[src/rtl/qtg_ram.sv]
// Generic single-port-write, single-port-read RAM with registered read data.
// No dependencies.
`timescale 1ns / 1ps
`default_nettype none
module qtg_ram #(
  parameter int WIDTH = 64,
  parameter int DEPTH = 16
) (
  input  wire logic                     clk,
  input  wire logic                     we,
  input  wire logic [$clog2(DEPTH)-1:0] waddr,
  input  wire logic [WIDTH-1:0]         wdata,
  input  wire logic [$clog2(DEPTH)-1:0] raddr,
  output      logic [WIDTH-1:0]         rdata
);
  logic [WIDTH-1:0] mem [DEPTH];

  always_ff @(posedge clk) begin
    if (we) mem[waddr] <= wdata;
    rdata <= mem[raddr];
  end
endmodule
`default_nettype wire

[config.mk]
export PLATFORM = sky130hd
export DESIGN_NAME = qtg_ram
export DESIGN_NICKNAME = d
export VERILOG_FILES = /design/src/rtl/qtg_ram.sv
export SDC_FILE = /design/constraint.sdc
export NUM_CORES = 1
export LEC_CHECK = 0
export BUFFER_PORTS_ARGS = -buffer_cell sky130_fd_sc_hd__clkbuf_2
export CORE_MARGIN = 3
export CORE_UTILIZATION = 60
export DETAILED_ROUTE_END_ITERATION = 8
export HOLD_SLACK_MARGIN = 0.06
export PLACE_DENSITY = 0.77
export SLEW_MARGIN = 40
export SYNTH_ARGS = -nofsm -noshare
export SYNTH_HDL_FRONTEND = slang
export SYNTH_SLANG_ARGS = --single-unit
[constraint.sdc]
create_clock -name clk -period 14.2 [get_ports clk]
set_input_delay 0.71 -clock clk [delete_from_list [all_inputs] [get_ports clk]]
set_output_delay 0.71 -clock clk [all_outputs]
set_load 0.02 [all_outputs]
### Yosys cells after proc, flatten, opt, wreduce, memory -nomap -nowiden

Memories as Yosys holds them, arrays and structs flattened. A register that Yosys moved wholly into a read port is not among the register bits.
Index checks and enable logic that the tools add are counted.

* input port bits: 74
* output and inout port bits: 64
* memory bits (writable): 1024
* word-level logic and storage cells: 3
* bits in registers: 0
* memories kept: 1

* multiplexer cells: 2

Memory list
* mem: words 16, bits a word 64, rd ports 1, clocked after memory_dff 1, wr ports 1, line 16 `logic [WIDTH-1:0] mem [DEPTH];`

Operators by type and width (count)
* $mux W1: 2

### Longest topological paths before layout

* depth in word-level cells: 2
* depth in mapped cells: 6
* mapped depth without buffers: 3

### Least setup slack after synthesis

Ideal clock, no wire load.

* kind: input to register
* start: input port waddr[2]
* end: memory mem[0][0] (enable)
* data required time: 13.635 ns
* library setup time: 0.565 ns
* stages on the path: 2
* path slack: 8.061 ns
* path buffers: 0
* data arrival time: 5.573 ns
* cells stage by stage: or3b_2 > nor3_1

RTL lines
* start: declaration: line 11 `input wire logic [$clog2(DEPTH)-1:0] waddr,`
* end: declaration: line 16

No word-level cell before the write port.

==> metrics.yaml <==
status: "complete, no violations"
drt_pass1_iterations: 5
num-fill-cells: 3647
reg2regPathDepth: 3
die_h_um: 263
cts_buffers: 102
power_switching_mw: 1.35
fmax_mhz: 381
port_buffers: 137
synthCells: 1647
postCtsSetupBuffers: 0
grt_usage: 0.257
synth.area.top_cells: "edfxtp_1 78%, mux4_2 15%, dfxtp_1 3.2%, a22oi_1 2.4%, nand2_1 0.62%"
die_w_um: 263
synth_area_mm2: 0.0396
hold_ws_ns: 0.469
fin_crit_sh: 0.185
drc: 0
ys_types: 18
seq_power_share: 0.538
ant_nets: 0
internal_power_mw: 5.37
vias: 18530
antenna_found_initial: 8
start_util: 0.611
crit_fanout: 45
yosys_register_bits: 1088
drt_iter0_markers: 2243
grt_pass1_wl_um: 130000
die-area_mm2: 0.0691
required_ns: 14.72
clkPwrFrac: 0.413
vias_per_cell: 6.62
max-vdd-ir-drop_uv: 111
finalNetCount: 1930
setup_tns_ns: 0
root_buffer: "clkbuf_16"
ff2ff_setup_slack_ns: 12.77
syn2layout_area_growth_pct: 14.0
r2r-start: "mem[11][25]"
fp.coreArea_mm2: 0.0648
yosysTopAreaCell: "edfxtp_1"
r2r-end: "rdata[25]"
grt_max_degree: 69
hold_viol_final: 0
power.leakage_nw: 14.6
cts_tree: "yes"
htreeDepth: 3
p_sw_frac: 0.201
wl_per_cell_um: 31.2
yosysSeqAreaShare: 0.809
cts.clk_slew.worst_paths_ns: 0.07
ctsResizeCount: 0
rows: 93
critPathLaunchType: "input port"
drive_above_1_share: 0.318
synth_warnings: 0
clock-sinks: 1088
clk_path_buf_depth: 3
tightest_slew_ns: 0.852
finalPower_mw: 6.72
drv_slew: 0
skew_ns: 0.0143
synth.avg_cell_area_um2: 24.0
critPathKind: "input port to flip-flop"
final_common_cell: "edfxtp_1"
max_slew_margin: 0.432
finalSetupViolCount: 0
dp_hpwl_um: 40800
ios: 138
grt-ovfl-total: 0
grt_setup_unrepaired: "false"
wl_um: 87200
worstHoldStart: "wdata[12]"
power_frac_comb: 0.049
holdPathStages: 1
synth_top_area_share: 0.777
cap_violations: 0
clk_latency_ns: 0.64
holdCritPathClass: "input port to flip-flop"
period_needed_ns: 2.63
whs_endpoint: "mem[13][12]"
synth_nets: 1721
power_density_mw_per_mm2: 149
cts_hold_buf: 0
cp-end-kind: "flip-flop"
layout_common_cells: "1024 x edfxtp_1, 256 x mux4_2, 135 x clkbuf_2"
crit_arrival_ns: 3.14
grt_pass1_vias: 19755
place.gp.congestion: 0.708
==> Yosys cell counts <==
cell / count
edfxtp_1: 1024
nand2_1: 65
buf_1: 16
nor2_1: 13
dfxtp_1: 64
nand3b_1: 2
nand2b_1: 2
clkbuf_1: 36
nor3_1: 4
nand3_1: 1
buf_6: 13
buf_4: 6
a22oi_1: 128
mux4_2: 256
nor2b_1: 2
buf_2: 13
and2_1: 1
or3b_2: 1
==> cell type report <==
type | count | area, um2 | area share
Tap cell | 855 | 1070 | 0.0237
Multi-Input combinational cell | 475 | 7230 | 0.160
Timing Repair Buffer | 189 | 1320 | 0.0293
Sequential cell | 1088 | 32000 | 0.710
Antenna cell | 4 | 10.0 | 0.000222
Clock inverter | 50 | 557 | 0.0123
Clock buffer | 138 | 2880 | 0.0639
==> power groups by stage <==
| stage | Sequential [mW] | Combinational (mW) | Clock, mW |
|---|---|---|---|
| after detailed placement | 3.68 | 0.328 | 0 |
| after CTS | 3.62 | 0.333 | 2.82 |
| after global placement | 3.68 | 0.314 | 0 |
| after global routing | 3.62 | 0.355 | 2.93 |
| after floorplan | 3.70 | 0.171 | 0 |
| final | 3.62 | 0.331 | 2.77 |
==> critical path: stages <==
cell and delay, ns:
buf_8 0.27, buf_6 0.56, buf_4 0.60, mux4_2 0.59
a22oi_1 0.24, nand2_1 0.08
==> worst max path at each step <==
stage / slack (ns) / depth (start not counted) / endpoint / from
floorplan: 8.06 / 2 / mem[0][0] / waddr[2]
global placement: 10.11 / 6 / rdata[55] / raddr[0]
detailed placement: 10.87 / 6 / rdata[57] / raddr[0]
CTS: 11.52 / 6 / rdata[54] / raddr[0]
global route: 11.33 / 6 / rdata[54] / raddr[0]
finish: 11.57 / 6 / rdata[57] / raddr[0]
==> per-layer routing <==
metal	vias to the layer above	GRT usage	routed length, um
li1	7464	-	-
met1	9714	0.354	32000
met2	1148	0.413	43600
met3	196	0.0570	8870
met4	8	0.0928	2730
met5	-	0.00347	55
==> sequential cells by signal, indices dropped and copies added, names as in the netlist <==
register	cells
mem	1024
rdata	64
==> kinds of logic after synthesis <==
family / count (synthesis) / synth area share
compound gates: 128 / 0.0243
simple gates: 91 / 0.00942
mux: 256 / 0.146
buf+inv: 84 / 0.0114
flops: 1088 / 0.809
==> through the flow <==
stage	utilization	worst slack [ns]	cell area, um2	instances
CTS	0.695	11.52	45100	2794
global placement	0.638	10.11	41300	2593
detailed placement	0.642	10.87	41600	2606
finish	0.696	11.57	45100	2799
global route	0.696	11.33	45100	2797
floorplan	-	8.06	39600	1647
No activity file was read; power rests on OpenSTA's default activity.
